**src/design/keyword_token_scanner_unit_assert.svh**
```systemverilog
// ----------------------------------------------------------------------------
// Assertion macros for the keyword token scanner.
// Each macro samples on clk and is disabled while arst_n is low.
// ----------------------------------------------------------------------------
`ifndef KEYWORD_TOKEN_SCANNER_UNIT_ASSERT_SVH
`define KEYWORD_TOKEN_SCANNER_UNIT_ASSERT_SVH

`ifndef ASSERT_OFF

// Same-cycle implication.
`define KTS_ASSERT_IMP(lbl, ante, cons, msg) \
	lbl: assert property (@(posedge clk) disable iff (!arst_n) (ante) |-> (cons)) \
		else $error(msg);

// Next-cycle implication.
`define KTS_ASSERT_NXT(lbl, ante, cons, msg) \
	lbl: assert property (@(posedge clk) disable iff (!arst_n) (ante) |=> (cons)) \
		else $error(msg);

// Condition that must never hold.
`define KTS_ASSERT_NEVER(lbl, expr, msg) \
	lbl: assert property (@(posedge clk) disable iff (!arst_n) !(expr)) \
		else $error(msg);

`else

`define KTS_ASSERT_IMP(lbl, ante, cons, msg)
`define KTS_ASSERT_NXT(lbl, ante, cons, msg)
`define KTS_ASSERT_NEVER(lbl, expr, msg)

`endif

`endif

```
**src/design/kts_pkg.sv**
```systemverilog
// ----------------------------------------------------------------------------
// kts_pkg
// Types, character constants and keyword tables for the keyword token scanner.
// ----------------------------------------------------------------------------
`default_nettype none

package kts_pkg;

	localparam int MAX_ID_DEF   = 32;
	localparam int POS_BITS_DEF = 16;
	localparam int TOK_W        = 16;
	localparam int NUM_KW       = 4;
	localparam int KW_CHARS     = 5;

	localparam logic [7:0] CH_NUL    = 8'h00;
	localparam logic [7:0] CH_LF     = 8'h0A;
	localparam logic [7:0] CH_MINUS  = 8'h2D;
	localparam logic [7:0] CH_EQUAL  = 8'h3D;
	localparam logic [7:0] CH_PLUS   = 8'h2B;
	localparam logic [7:0] CH_SEMI   = 8'h3B;

	typedef enum logic [1:0] {
		MODE_IDLE,
		MODE_INT,
		MODE_ID,
		MODE_COMMENT
	} mode_t;

	typedef enum logic [3:0] {
		TOK_BEGIN   = 4'd0,
		TOK_END     = 4'd1,
		TOK_ID      = 4'd2,
		TOK_INT     = 4'd3,
		TOK_READ    = 4'd4,
		TOK_WRITE   = 4'd5,
		TOK_ASSIGN  = 4'd6,
		TOK_PLUS    = 4'd7,
		TOK_SEMI    = 4'd8,
		TOK_COMMENT = 4'd9,
		TOK_EOF     = 4'd10,
		TOK_ERROR   = 4'd11
	} tok_t;

	typedef struct packed {
		tok_t             ttype;
		logic [TOK_W-1:0] start;
		logic [TOK_W-1:0] length;
		logic             last;
	} result_t;

	localparam logic [7:0] KW_TEXT [NUM_KW][KW_CHARS] = '{
		'{"b", "e", "g", "i", "n"},
		'{"e", "n", "d", 8'h00, 8'h00},
		'{"w", "r", "i", "t", "e"},
		'{"r", "e", "a", "d", 8'h00}
	};
	localparam logic [2:0] KW_LEN [NUM_KW] = '{3'd5, 3'd3, 3'd5, 3'd4};
	localparam tok_t KW_TYPE [NUM_KW] = '{TOK_BEGIN, TOK_END, TOK_WRITE, TOK_READ};

	function automatic logic is_digit(input logic [7:0] c);
		return (c >= "0") && (c <= "9");
	endfunction

	function automatic logic is_letter(input logic [7:0] c);
		return ((c >= "a") && (c <= "z")) || ((c >= "A") && (c <= "Z"));
	endfunction

	function automatic logic is_space(input logic [7:0] c);
		return ((c >= 8'd9) && (c <= 8'd13)) || (c == 8'd32);
	endfunction

	// Drops every keyword that no longer matches once character c sits at index idx.
	function automatic logic [NUM_KW-1:0] kw_next(input logic [NUM_KW-1:0] alive,
			input logic [TOK_W-1:0] idx, input logic [7:0] c);
		logic [NUM_KW-1:0] keep;
		keep = alive;
		for (int k = 0; k < NUM_KW; k++) begin
			if ((idx >= TOK_W'(KW_LEN[k])) || (idx >= TOK_W'(KW_CHARS))) begin
				keep[k] = 1'b0;
			end else if (KW_TEXT[k][idx[2:0]] != c) begin
				keep[k] = 1'b0;
			end
		end
		return keep;
	endfunction

	function automatic tok_t kw_type_of(input logic [NUM_KW-1:0] alive,
			input logic [TOK_W-1:0] len);
		tok_t t;
		t = TOK_ID;
		for (int k = 0; k < NUM_KW; k++) begin
			if (alive[k] && (len == TOK_W'(KW_LEN[k]))) begin
				t = KW_TYPE[k];
			end
		end
		return t;
	endfunction

endpackage

`default_nettype wire

```
**src/design/keyword_token_scanner_unit.sv**
```systemverilog
// ----------------------------------------------------------------------------
// keyword_token_scanner_unit
// Scans source text one byte per beat and emits token descriptors with type,
// start offset and length; end of text or a zero byte flushes and emits EOF.
// ----------------------------------------------------------------------------
//
//   channel | handshake           | fields
//   --------+---------------------+----------------------------------------------
//   input   | in_valid / in_stall | kind, ch
//   output  | out_valid/out_stall | token_type, token_start, token_length,
//           |                     | last_of_run
//
// A byte is registered on acceptance and scanned once the queue has room,
// which writes zero, one or two results into a four-entry result queue.
// One byte per cycle is sustained while the receiver takes results as fast as
// they are made; a byte that gives two results puts both in the queue in order.
// The input stalls only when a registered byte waits for two free queue slots.
// Reset clears the scan state, position and queue; no clearing pass is needed.
`default_nettype none
`include "keyword_token_scanner_unit_assert.svh"

module keyword_token_scanner_unit #(
	parameter int MAX_ID   = kts_pkg::MAX_ID_DEF,
	parameter int POS_BITS = kts_pkg::POS_BITS_DEF
) (
	input  wire logic                       clk,
	input  wire logic                       arst_n,
	input  wire logic                       in_valid,
	output logic                            in_stall,
	input  wire logic                       kind,
	input  wire logic [7:0]                 ch,
	output logic                            out_valid,
	input  wire logic                       out_stall,
	output logic [3:0]                      token_type,
	output logic [kts_pkg::TOK_W-1:0]       token_start,
	output logic [kts_pkg::TOK_W-1:0]       token_length,
	output logic                            last_of_run
);

	localparam int TW = kts_pkg::TOK_W;
	localparam int QDEPTH = 4;
	localparam logic [TW-1:0] MAX_ID_LEN = TW'(MAX_ID);
	localparam logic [POS_BITS-1:0] POS_ONE = POS_BITS'(1);

	// Input stage.
	logic       valid_s1;
	logic       kind_s1;
	logic [7:0] ch_s1;

	// Scan state.
	kts_pkg::mode_t mode_q, mode_d;
	logic [POS_BITS-1:0] pos_q, pos_d;
	logic [TW-1:0] pstart_q, pstart_d;
	logic [TW-1:0] plen_q, plen_d;
	logic [kts_pkg::NUM_KW-1:0] alive_q, alive_d;

	// Result queue.
	kts_pkg::result_t queue_q [QDEPTH];
	logic [1:0] wr_ptr_q, rd_ptr_q;
	logic [2:0] cnt_q;

	logic proc, pop;
	logic [1:0] push_n;
	logic [POS_BITS+TW-1:0] pos_wide;
	logic [TW-1:0] pos16;

	logic is_eof, dig, alpha, grow_int, grow_id, ends, flush_now, sfi_now;
	kts_pkg::tok_t flush_tok;

	kts_pkg::mode_t sfi_mode;
	logic sfi_emit;
	kts_pkg::tok_t sfi_tok;
	logic [kts_pkg::NUM_KW-1:0] sfi_alive;

	kts_pkg::result_t res0, res1;
	logic [1:0] res_n;

	assign proc = valid_s1 && (cnt_q <= 3'd2);
	assign in_stall = valid_s1 && !proc;
	assign pop = out_valid && !out_stall;
	assign push_n = proc ? res_n : 2'd0;

	assign pos_wide = {{TW{1'b0}}, pos_q};
	assign pos16 = pos_wide[TW-1:0];

	// Byte classification and token boundary decisions.
	assign is_eof = kind_s1 || (ch_s1 == kts_pkg::CH_NUL);
	assign dig = kts_pkg::is_digit(ch_s1);
	assign alpha = kts_pkg::is_letter(ch_s1);
	assign grow_int = (mode_q == kts_pkg::MODE_INT) && dig;
	assign grow_id = (mode_q == kts_pkg::MODE_ID) && (dig || alpha) && (plen_q < MAX_ID_LEN);
	assign ends = ((mode_q == kts_pkg::MODE_INT) && !dig) ||
		((mode_q == kts_pkg::MODE_ID) && !grow_id);
	assign flush_now = is_eof ?
		((mode_q == kts_pkg::MODE_INT) || (mode_q == kts_pkg::MODE_ID)) : ends;
	assign sfi_now = !is_eof && ((mode_q == kts_pkg::MODE_IDLE) || ends);
	assign flush_tok = (mode_q == kts_pkg::MODE_ID) ?
		kts_pkg::kw_type_of(alive_q, plen_q) : kts_pkg::TOK_INT;

	// How a byte is taken when no token is pending or the pending token ends on it.
	always_comb begin
		sfi_mode = kts_pkg::MODE_IDLE;
		sfi_emit = 1'b0;
		sfi_tok = kts_pkg::TOK_ERROR;
		sfi_alive = '1;
		if (kts_pkg::is_space(ch_s1)) begin
			sfi_emit = 1'b0;
		end else if (dig) begin
			sfi_mode = kts_pkg::MODE_INT;
		end else if (alpha) begin
			sfi_mode = kts_pkg::MODE_ID;
			sfi_alive = kts_pkg::kw_next('1, '0, ch_s1);
		end else begin
			sfi_emit = 1'b1;
			priority if (ch_s1 == kts_pkg::CH_MINUS) begin
				sfi_tok = kts_pkg::TOK_COMMENT;
				sfi_mode = kts_pkg::MODE_COMMENT;
			end else if (ch_s1 == kts_pkg::CH_EQUAL) begin
				sfi_tok = kts_pkg::TOK_ASSIGN;
			end else if (ch_s1 == kts_pkg::CH_PLUS) begin
				sfi_tok = kts_pkg::TOK_PLUS;
			end else if (ch_s1 == kts_pkg::CH_SEMI) begin
				sfi_tok = kts_pkg::TOK_SEMI;
			end else begin
				sfi_tok = kts_pkg::TOK_ERROR;
			end
		end
	end

	// Next scan state.
	always_comb begin
		mode_d = mode_q;
		pos_d = pos_q;
		pstart_d = pstart_q;
		plen_d = plen_q;
		alive_d = alive_q;
		if (is_eof) begin
			mode_d = kts_pkg::MODE_IDLE;
			pos_d = '0;
			pstart_d = '0;
			plen_d = '0;
			alive_d = '1;
		end else begin
			pos_d = pos_q + POS_ONE;
			priority if (mode_q == kts_pkg::MODE_COMMENT) begin
				if (ch_s1 == kts_pkg::CH_LF) begin
					mode_d = kts_pkg::MODE_IDLE;
				end
			end else if (grow_int) begin
				if (plen_q != '1) begin
					plen_d = plen_q + TW'(1);
				end
			end else if (grow_id) begin
				alive_d = kts_pkg::kw_next(alive_q, plen_q, ch_s1);
				plen_d = plen_q + TW'(1);
			end else begin
				mode_d = sfi_mode;
				if ((sfi_mode == kts_pkg::MODE_INT) || (sfi_mode == kts_pkg::MODE_ID)) begin
					pstart_d = pos16;
					plen_d = TW'(1);
					alive_d = sfi_alive;
				end
			end
		end
	end

	// Results caused by the registered byte, in order.
	always_comb begin
		res0 = '{ttype: kts_pkg::TOK_EOF, start: pos16, length: '0, last: 1'b1};
		res1 = '{ttype: kts_pkg::TOK_EOF, start: pos16, length: '0, last: 1'b1};
		res_n = 2'd0;
		if (flush_now) begin
			res0 = '{ttype: flush_tok, start: pstart_q, length: plen_q, last: 1'b0};
			if (is_eof) begin
				res_n = 2'd2;
			end else if (sfi_now && sfi_emit) begin
				res1 = '{ttype: sfi_tok, start: pos16, length: TW'(1), last: 1'b1};
				res_n = 2'd2;
			end else begin
				res0.last = 1'b1;
				res_n = 2'd1;
			end
		end else if (is_eof) begin
			res_n = 2'd1;
		end else if (sfi_now && sfi_emit) begin
			res0 = '{ttype: sfi_tok, start: pos16, length: TW'(1), last: 1'b1};
			res_n = 2'd1;
		end
	end

	always_ff @(posedge clk or negedge arst_n) begin
		if (!arst_n) begin
			valid_s1 <= 1'b0;
			mode_q <= kts_pkg::MODE_IDLE;
			pos_q <= '0;
			pstart_q <= '0;
			plen_q <= '0;
			alive_q <= '1;
			wr_ptr_q <= '0;
			rd_ptr_q <= '0;
			cnt_q <= '0;
		end else begin
			if (!in_stall) begin
				valid_s1 <= in_valid;
			end
			if (proc) begin
				mode_q <= mode_d;
				pos_q <= pos_d;
				pstart_q <= pstart_d;
				plen_q <= plen_d;
				alive_q <= alive_d;
			end
			wr_ptr_q <= wr_ptr_q + push_n;
			if (pop) begin
				rd_ptr_q <= rd_ptr_q + 2'd1;
			end
			cnt_q <= cnt_q + {1'b0, push_n} - {2'b00, pop};
		end
	end

	always_ff @(posedge clk) begin
		if (in_valid && !in_stall) begin
			kind_s1 <= kind;
			ch_s1 <= ch;
		end
		if (push_n != 2'd0) begin
			queue_q[wr_ptr_q] <= res0;
		end
		if (push_n == 2'd2) begin
			queue_q[wr_ptr_q + 2'd1] <= res1;
		end
	end

	assign out_valid = (cnt_q != 3'd0);
	assign token_type = queue_q[rd_ptr_q].ttype;
	assign token_start = queue_q[rd_ptr_q].start;
	assign token_length = queue_q[rd_ptr_q].length;
	assign last_of_run = queue_q[rd_ptr_q].last;

	`KTS_ASSERT_NEVER(a_queue_bound, cnt_q > 3'd4, "result queue overflow")
	`KTS_ASSERT_IMP(a_eof_emits, proc && is_eof, push_n != 2'd0, "end of text gave no result")
	`KTS_ASSERT_NXT(a_eof_resets, proc && is_eof, (mode_q == kts_pkg::MODE_IDLE) && (pos_q == '0), "scan state not cleared after end of text")
	`KTS_ASSERT_IMP(a_id_len, mode_q == kts_pkg::MODE_ID, (plen_q <= MAX_ID_LEN) && (plen_q != '0), "identifier length out of range")

endmodule

`default_nettype wire
```
**config.mk**
```make
export PLATFORM = sky130hd
export DESIGN_NAME = keyword_token_scanner_unit
export DESIGN_NICKNAME = d
export VERILOG_FILES = /design/src/design/kts_pkg.sv /design/src/design/keyword_token_scanner_unit.sv
export VERILOG_INCLUDE_DIRS = /design/src /design/src/design
export SDC_FILE = /design/constraint.sdc
export NUM_CORES = 1
export LEC_CHECK = 0
export ABC_AREA = 1
export CORE_MARGIN = 2
export CORE_UTILIZATION = 49
export CTS_CLUSTER_DIAMETER = 30
export DETAILED_ROUTE_END_ITERATION = 10
export DONT_BUFFER_PORTS = 1
export GPL_ROUTABILITY_DRIVEN = 0
export GPL_TIMING_DRIVEN = 1
export MAX_ROUTING_LAYER = met4
export SLEW_MARGIN = 25
export SYNTH_ARGS = -nofsm -noshare
export SYNTH_HDL_FRONTEND = slang
export SYNTH_SLANG_ARGS = --single-unit
```
**constraint.sdc**
```tcl
create_clock -name clk -period 10.5 [get_ports clk]
set_input_delay 0.525 -clock clk [delete_from_list [all_inputs] [get_ports clk]]
set_output_delay 0.525 -clock clk [all_outputs]
set_load 0.01 [all_outputs]
```
==> results of run 1 <==
[synthesized netlist by cell type, types with 2 or more instances]
cell      count  share of area, %
a21oi_1      24               1.0
buf_1         4              0.13
buf_12        2              0.35
buf_2         6              0.26
buf_4         4              0.26
buf_6         8              0.78
clkbuf_1     44               1.4
clkinv_1      3             0.098
dfrtp_1      58                13
dfstp_2       4              0.91
dfxtp_1      64                11
edfxtp_1     93                24
ha_1         16               1.7
inv_1        93               3.0
inv_2         6              0.20
nand2_1     370                12
nand2_2       9              0.49
nand2_4      14               1.4
nand3_1     119               5.2
nand3_2       2              0.17
nand3b_1     17               1.1
nand4_1      15              0.81
nor2_1      164               5.3
nor2_2        8              0.43
nor3_1       21              0.91
nor3_2        2              0.17
nor4_1        5              0.27
o211ai_1      3              0.20
o21ai_0     185               8.0
o21ai_1      10              0.43
o22ai_1      39               2.1
xnor2_1       2              0.15
xor2_1       21               1.6
[per-layer routing]
layer  vias to the layer above  share of wire (%)  GRT usage [%]
li1                       4873                  -              -
met1                      4628                 47           37.9
met2                       365                 43           38.7
met3                        65                8.1           6.00
met4                         0                2.3           8.48
met5                         -                  0              -
[through the flow]
step                hold slack (ns)  worst slack (ns)
finish                       0.0767              4.55
global route                 0.0604              4.04
CTS                          0.0584              4.51
detailed placement            0.233              4.54
global placement              0.233              4.77
floorplan                     0.229              6.71
[cells by family after synthesis]
logic type / Yosys count / synth area share, %
adders and majority gates: 17 / 1.91
xor gates and xnor gates: 23 / 1.75
DFF: 219 / 48.9
buffers and inverters: 171 / 6.59
and+or+nand+nor: 752 / 28.8
AOI/OAI and AO/OA: 265 / 12.1
[timing repair]
item / 4_1_cts / 5_1_grt
hold buffers: 2 / 0
endpoints found under the hold margin: 62 / 0
gates resized for setup: 0 / 0
setup buffers: 0 / 0
[state kept, by name (all words and copies together), names as in the netlist, 3 cells and up]
signal and flops:
pstart_q 16, queue_q 148, cnt_q 3, plen_q 16
alive_q 4, ch_s1 8, pos16 16
[cell type report]
class	instances	share of cell area (%)
Timing Repair Buffer	14	0.947
Inverter	103	2.89
Sequential cell	219	41.8
Clock buffer	73	10.9
Tap cell	319	2.96
Multi-Input combinational cell	1057	38.1
Clock inverter	27	2.39
[worst reg2reg max path, stage by stage (launching register included)]
cell and delay (ns):
edfxtp_1 0.58, nor2_2 0.07, nand2_1 0.11, nor2_2 0.06, nor2_2 0.07, buf_4 0.40, or2_1 0.58, nand2_4 0.54
inv_2 0.25, ha_1 0.28, inv_1 0.11, nor2_1 0.09, nor2_1 0.19, inv_1 0.09, nand2_1 0.10, inv_2 0.28
nor2_1 0.89, inv_1 0.79
[report_power, final]
| part | switching [mW] | total (mW) | internal (mW) |
|---|---|---|---|
| registers | 0.0687 | 1.14 | 1.07 |
| clock network | 0.492 | 1.61 | 1.12 |
| logic | 1.02 | 1.34 | 0.321 |
[worst paths after layout]
path	startpoint	endpoint	slack (ns)
setup / recovery	ch_s1[3]	queue_q[1][24]	4.55
hold / removal	ch[3]	ch_s1[3]	0.08
setup reg to reg	ch_s1[3]	queue_q[1][24]	4.55
hold reg to reg	queue_q[2][14]	queue_q[2][14]	0.44
max in group asynchronous	arst_n	rd_ptr_q[0]	9.68
min in group asynchronous	arst_n	plen_q[2]	0.49
==> key figures, run 1 <==
Final layout
  – Layout fillers: roughly 2,200
  – Most common cell after layout, fill and taps aside: nand2_1
  – Util after Layout: 57.9%
  – Share of cells above drive strength 1: 9.78%
  – Most frequent cells in the layout: nand2_1, o21ai_0, nor2_1
  – Layout area overhead: 17.0%
  – Area occupied by multi-input gates: ~5000 sq um
  – # diodes: 0
  – Finished Layout Cells: 1,812
  – Nets: between 1,000 and 1,500
  – FF/Latch Area: ~5600 sq um
  – Fin area: about 13,000 sq um

Setup path
  – Crit. path cell count: 17
  – Slowest-stage cell, CP: nor2_1
  – CP bufs+invs: 6
  – R2R depth: 17
  – Crit path largest cell delay: 0.89 ns
  – Setup CP Type: reg2reg
  – Req. time, crit path: 10.58 ns
  – Worst setup SP type: register
  – Worst Path Max Fanout: 40
  – Critical-path cell list: nor2_2, nand2_1, nor2_2, nor2_2, buf_4, or2_1, nand2_4, inv_2, ha_1, inv_1, nor2_1, nor2_1, inv_1, nand2_1, inv_2, nor2_1, inv_1
  – Crit path capture type: register
  – CP top delay family: simple AND/OR/NAND/NOR gates
  – Critical Path AT: 6.04 ns

Clocking
  – Root Driver: clkbuf_16
  – H-tree depth: 2
  – Insertion delay of the later-clocked pin in the worst-skew pair: 0.55 ns
  – Inserted Clock Buffers: 53
  – CTS clk-pin slew, worst paths: around 0.040 ns
  – Clock tree sinks: ~220
  – CTS tree: done
  – Clock buffer depth: 3

Pwr
  – Pwr Total: 4.09 mW
  – Leakage: 5.58 nW
  – VDD IR-drop max: 0.000191 V
  – Power Density: 304 nW/um^2

Synth
  – Post-synth top flop: edfxtp_1
  – Seq cells post-synth: 219
  – Post-synthesis sequential area ratio: 48.9%
  – Distinct cells, synth: 45
  – Synth warn: 0
  – Syn Area/Cell: 7.96 sq um
  – Ys async rst share: roughly 28%
  – Post-synth EDFFs: 93
  – Cell Area, Synth: around 12,000 sq um
  – Synthesized netlist cell count: 1,447
  – Syn_nets: 1,477

STA
  – Fin crit period: just under 6 ns
  – Skew final: roughly 0.013 ns
  – Slew Limit Fails: 0
  – Setup TNS Final: 0 ns
  – Least-Margin Pin Slew: 1.04 ns
  – Unrepaired setup endpoints after global routing: no
  – F_max: 0.168 GHz
  – Final-report setup violation count: 0
  – Final Hold Fails: 0
  – Final period utilization: approximately 57%
  – Slew Limit Headroom: 30.3%

Floorplanning
  – Die X: 157 microns
  – Placeable Area: around 23,000 sq um
  – Row count: 56
  – Die Y: 157 microns
  – I/O pin total: 52
  – Initial Util: 49.5%
  – Full die area: 24,800 sq um

Min path
  – Hold Crit Class: in2reg
  – Worst Hold Depth: 0

Place
  – Post-DP HPWL: between 20,000 and 25,000 microns
  – Placed cell count: 1,710
  – Placed inst area: 11,600 sq um
  – PortBufs: 0

Routing
  – Iter 0 DRT Violations: 1,062
  – Via/cell ratio: 5.48
  – DR pass1 iterations: 6
  – DRC Markers: 0
  – DR WL/cell: 17.6 microns
  – Vias after detailed routing: 9,931
  – DRT antenna net count: 0
  – Routed WL: 31,800 microns

Global route
  – Total GRT Usage: 26.9%
  – Largest net degree at the start of global routing: 63
  – Vias in the first global route: 9,445
  – First-pass GRT wire length: 50,800 microns
  – Initial antenna violation count: 0
  – Grt ovf: 0

Job
  – Max cap viols: 0

Run status
  – Status: finished clean
Note: power is estimated with default switching activity, not from simulation.
==> run 2: changes to the inputs <==
--- a/config.mk
+++ b/config.mk
@@ -6,7 +6,7 @@
 export SDC_FILE = /design/constraint.sdc
 export NUM_CORES = 1
 export LEC_CHECK = 0
-export ABC_AREA = 1
+export ABC_AREA = 0
 export CORE_MARGIN = 2
 export CORE_UTILIZATION = 49
 export CTS_CLUSTER_DIAMETER = 30
==> constraint.sdc (replaced) <==
create_clock -name clk -period 5.8 [get_ports clk]
set_input_delay 0.29 -clock clk [delete_from_list [all_inputs] [get_ports clk]]
set_output_delay 0.29 -clock clk [all_outputs]
set_load 0.01 [all_outputs]
==> key figures, run 2 <==
Synth
  – Distinct cells, synth: 79 (was 45)
  – Post-synthesis sequential area ratio: 50.5% (was 48.9%)
  – Synth Area in Compound Gates: 18.7% (was 12.1%)
  – Post-synth EDFFs: 93 (unchanged)
  – Synth area leader: edfxtp_1 (unchanged)
  – Synth top area cells: edfxtp_1, dfrtp_1, dfxtp_1 (was edfxtp_1, dfrtp_1, nand2_1)
  – Adder-cell area share of the yosys netlist: 1.97% (was 1.91%)
  – Post-Synth Simple-Gate Area: 15.1% (was 28.8%)
  – Ys async rst share: 28.3% (unchanged)
  – Cell Area, Synth: 11,200 sq um (was 11,500 sq um)
  – Post-synth top flop: edfxtp_1 (unchanged)
  – Top cells by count, synth: edfxtp_1, a22o_1, o21ai_0 (was nand2_1, o21ai_0, nor2_1)
  – Synth warn: 0 (unchanged)
  – Mux cell area share after synthesis: 8.02% (was 0%)
  – Synthesized netlist cell count: 1,014 (was 1,447)
  – Synth top area share: 25.0% (was 24.2%)
  – Main combinational cell family by area after synthesis: compound AO/OA/AOI/OAI gates (was simple AND/OR/NAND/NOR gates)
  – Syn Area/Cell: 11.0 sq um (was 7.96 sq um)
  – Syn_nets: 1,044 (was 1,477)
  – XOR/XNOR Fraction of Synth Area: 1.57% (was 1.75%)
  – Count leader, synth: edfxtp_1 (was nand2_1)
  – Seq cells post-synth: 219 (unchanged)

Global route
  – Vias in the first global route: 8,051 (was 9,445)
  – Largest net degree at the start of global routing: 63 (unchanged)
  – Grt met1 use: 36.7% (was 37.9%)
  – GR Util met3: 3.98% (was 6.00%)
  – First-pass GRT wire length: 45,800 microns (was 50,800 microns)
  – GR peak layer: met2 (unchanged)
  – Total GRT Usage: 25.2% (was 26.9%)
  – Global Route met2 Usage: 36.8% (was 38.7%)
  – Grt ovf: 0 (unchanged)
  – Initial antenna violation count: 0 (unchanged)

STA
  – F_max: 0.205 GHz (was 0.168 GHz)
  – Skew final: 0.0241 ns (was 0.0133 ns)
  – Final Hold Fails: 0 (unchanged)
  – Unrepaired setup endpoints after global routing: no (unchanged)
  – Final period utilization: 84.3% (was 56.7%)
  – Final worst setup slack: 0.911 ns (was 4.55 ns)
  – Final-report setup violation count: 0 (unchanged)
  – Hold_ws: 0.216 ns (was 0.0767 ns)
  – Slew Limit Fails: 0 (unchanged)
  – Fin crit period: 4.89 ns (was 5.95 ns)
  – Setup TNS Final: 0 ns (unchanged)
  – Slew Limit Headroom: 31.4% (was 30.3%)
  – Least-Margin Pin Slew: 1.03 ns (was 1.04 ns)

Min path
  – Hold Crit Start: in_valid (was ch[3])
  – Hold Crit Class: in2reg (unchanged)
  – Worst Hold Depth: 1 (was 0)
  – Endpoint, Worst Hold: ch_s1[0] (was ch_s1[3])

Setup path
  – Critical Path AT: 5.09 ns (was 6.04 ns)
  – Slowest-stage cell, CP: edfxtp_1 (was nor2_1)
  – Critical R2R Capture: queue_q[0][1] (was queue_q[1][24])
  – Req. time, crit path: 6.00 ns (was 10.58 ns)
  – Crit path capture type: register (unchanged)
  – Worst Path Max Fanout: 33 (was 40)
  – Worst setup SP type: register (unchanged)
  – Setup CP Type: reg2reg (unchanged)
  – Most frequent CP cell: nor2_1
  – Crit path largest cell delay: 0.71 ns (was 0.89 ns)
  – R2R depth: 11 (was 17)
  – R2R Setup Slk: 0.91 ns (was 4.55 ns)
  – Critical-path cell list: nor2_1, a31oi_4, a31o_2, inv_2, ha_1, nor2_1, nor2_1, nand3_1, buf_4, nand2_1, buf_4 (was nor2_2, nand2_1, nor2_2, nor2_2, buf_4, or2_1, nand2_4, inv_2, ha_1, inv_1, nor2_1, nor2_1, inv_1, nand2_1, inv_2, nor2_1, inv_1)
  – Reg-to-Reg Start: ch_s1[1] (was ch_s1[3])
  – CP startpoint: ch_s1[1] (was ch_s1[3])

Place
  – Placed inst area: 11,200 sq um (was 11,600 sq um)
  – PortBufs: 0 (unchanged)
  – Pre-CTS setup slack: 0.949 ns (was 4.54 ns)
  – Post-DP HPWL: 18,200 microns (was 21,000 microns)

Clocking
  – H-tree depth: 2 (unchanged)
  – Insertion delay of the later-clocked pin in the worst-skew pair: 0.55 ns (about the same)
  – Clock tree sinks: 219 (unchanged)
  – CTS clk-pin slew, worst paths: 0.04 ns (about the same)
  – Root Driver: clkbuf_16 (unchanged)
  – Clock buffer depth: 3 (unchanged)
  – CTS tree: done (unchanged)
  – Inserted Clock Buffers: 48 (was 53)

Floorplanning
  – Initial Util: 49.6% (was 49.5%)
  – Die X: 155 microns (was 157 microns)
  – I/O pin total: 52 (unchanged)
  – Row count: 55 (was 56)
  – Die Y: 155 microns (was 157 microns)
  – Placeable Area: 22,500 sq um (was 23,300 sq um)
  – Full die area: 24,000 sq um (was 24,800 sq um)

Final layout
  – Most common cell after layout, fill and taps aside: edfxtp_1 (was nand2_1)
  – Most frequent cells in the layout: edfxtp_1, a22o_1, o21ai_0 (was nand2_1, o21ai_0, nor2_1)
  – Max FFs per register: 148 (unchanged)
  – Fin area: 13,100 sq um (was 13,500 sq um)
  – Layout area overhead: 17.5% (was 17.0%)
  – Share of cells above drive strength 1: 16.5% (was 9.78%)
  – Largest register by flop count: queue_q (unchanged)
  – Nets: 1,037 (was 1,478)
  – # diodes: 0 (unchanged)

Pwr
  – VDD IR-drop max: 0.000291 V (was 0.000191 V)
  – Power Density: 505 nW/um^2 (was 304 nW/um^2)
  – Leakage: 4.75 nW (was 5.58 nW)

Job
  – Max cap viols: 0 (unchanged)

Routing
  – DR pass1 iterations: 5 (was 6)
  – DRC Markers: 0 (unchanged)
  – Iter 0 DRT Violations: 682 (was 1,062)
  – DR WL/cell: 21.6 microns (was 17.6 microns)
  – Vias after detailed routing: 8,358 (was 9,931)
  – Routed WL: 28,700 microns (was 31,800 microns)
  – DRT antenna net count: 0 (unchanged)
  – Via/cell ratio: 6.27 (was 5.48)

Run status
  – Status: finished clean (unchanged)
==> run 2: cell count changes in the layout (fill, tap and decap cells not counted), sizes merged, moves of 38 or more <==
cell   change
o21ai     -94
nor2     -127
nand2    -311
a22o      +92
inv       -77
nand3     -38
==> run 2: area by class of cell <==
cell class | count | area [sq um]
Timing Repair Buffer | 26 | 245
Tap cell | 285 | 357
Multi-Input combinational cell | 690 | 5060
Fill cell | 1867 | 9400
Clock inverter | 34 | 452
Inverter | 22 | 82.6
Sequential cell | 219 | 5630
Clock buffer | 56 | 1270
==> run 2: stage by stage <==
| stage | power (mW) | instances | utilization, % |
|---|---|---|---|
| after floorplan | 3.37 | 1014 | - |
| after global placement | 3.76 | 1229 | 49.9 |
| after detailed placement | 3.78 | 1229 | 49.9 |
| after CTS | 6.65 | 1332 | 58.2 |
| after global routing | 6.92 | 1332 | 58.2 |
| final | 6.62 | 1332 | 58.2 |
==> run 2: how the worst max path moves through the flow <==
stage / endpoint / cells after the start
6_report: queue_q[0][1] / 11
5_1_grt: queue_q[3][32] / 9
4_1_cts: queue_q[3][19] / 9
3_5_place_dp: queue_q[3][28] / 9
3_3_place_gp: queue_q[3][28] / 9
2_1_floorplan: queue_q[0][17] / 15
==> run 2: worst max-delay path, delay by kind of cell, from the launching register on <==
kind | cells | cell delay (ns)
flops | 1 | 0.71
buf+inv | 3 | 1.11
fa+ha+maj | 1 | 0.48
simple gates | 5 | 0.98
compound gates | 2 | 1.23
==> run 2: power by group <==
part	leakage, nW	total [mW]	switching (mW)	internal, mW
Clock	0.828	2.83	0.898	1.93
Sequential	2.22	2.10	0.249	1.86
Combinational	1.71	1.69	1.09	0.591
Total	4.75	6.62	2.24	4.38
==> run 2: logic make-up (layout without fill, tap and decap cells) <==
kind of cell             count (synthesis)  count (layout)
AO/OA/AOI/OAI                          294             294
XOR/XNOR                                20              20
adder cells (fa/ha/maj)                 17              17
buffers and inverters                  105             138
flip-flops                             219             219
multiplexers                            43              43
AND/OR/NAND/NOR                        316             316
==> run 2: per-layer routing <==
layer | up-vias | part of all wire [%]
li1 | 3897 | -
met1 | 4123 | 47
met2 | 285 | 45
met3 | 53 | 6.0
met4 | 0 | 2.1
met5 | - | 0
==> run 2: what timing repair did <==
action / 4_1_cts / 5_1_grt
hold buffers: 13 / 0
gates resized for setup: 0 / 0
setup buffers: 0 / 0
endpoints found under the hold margin: 74 / 0
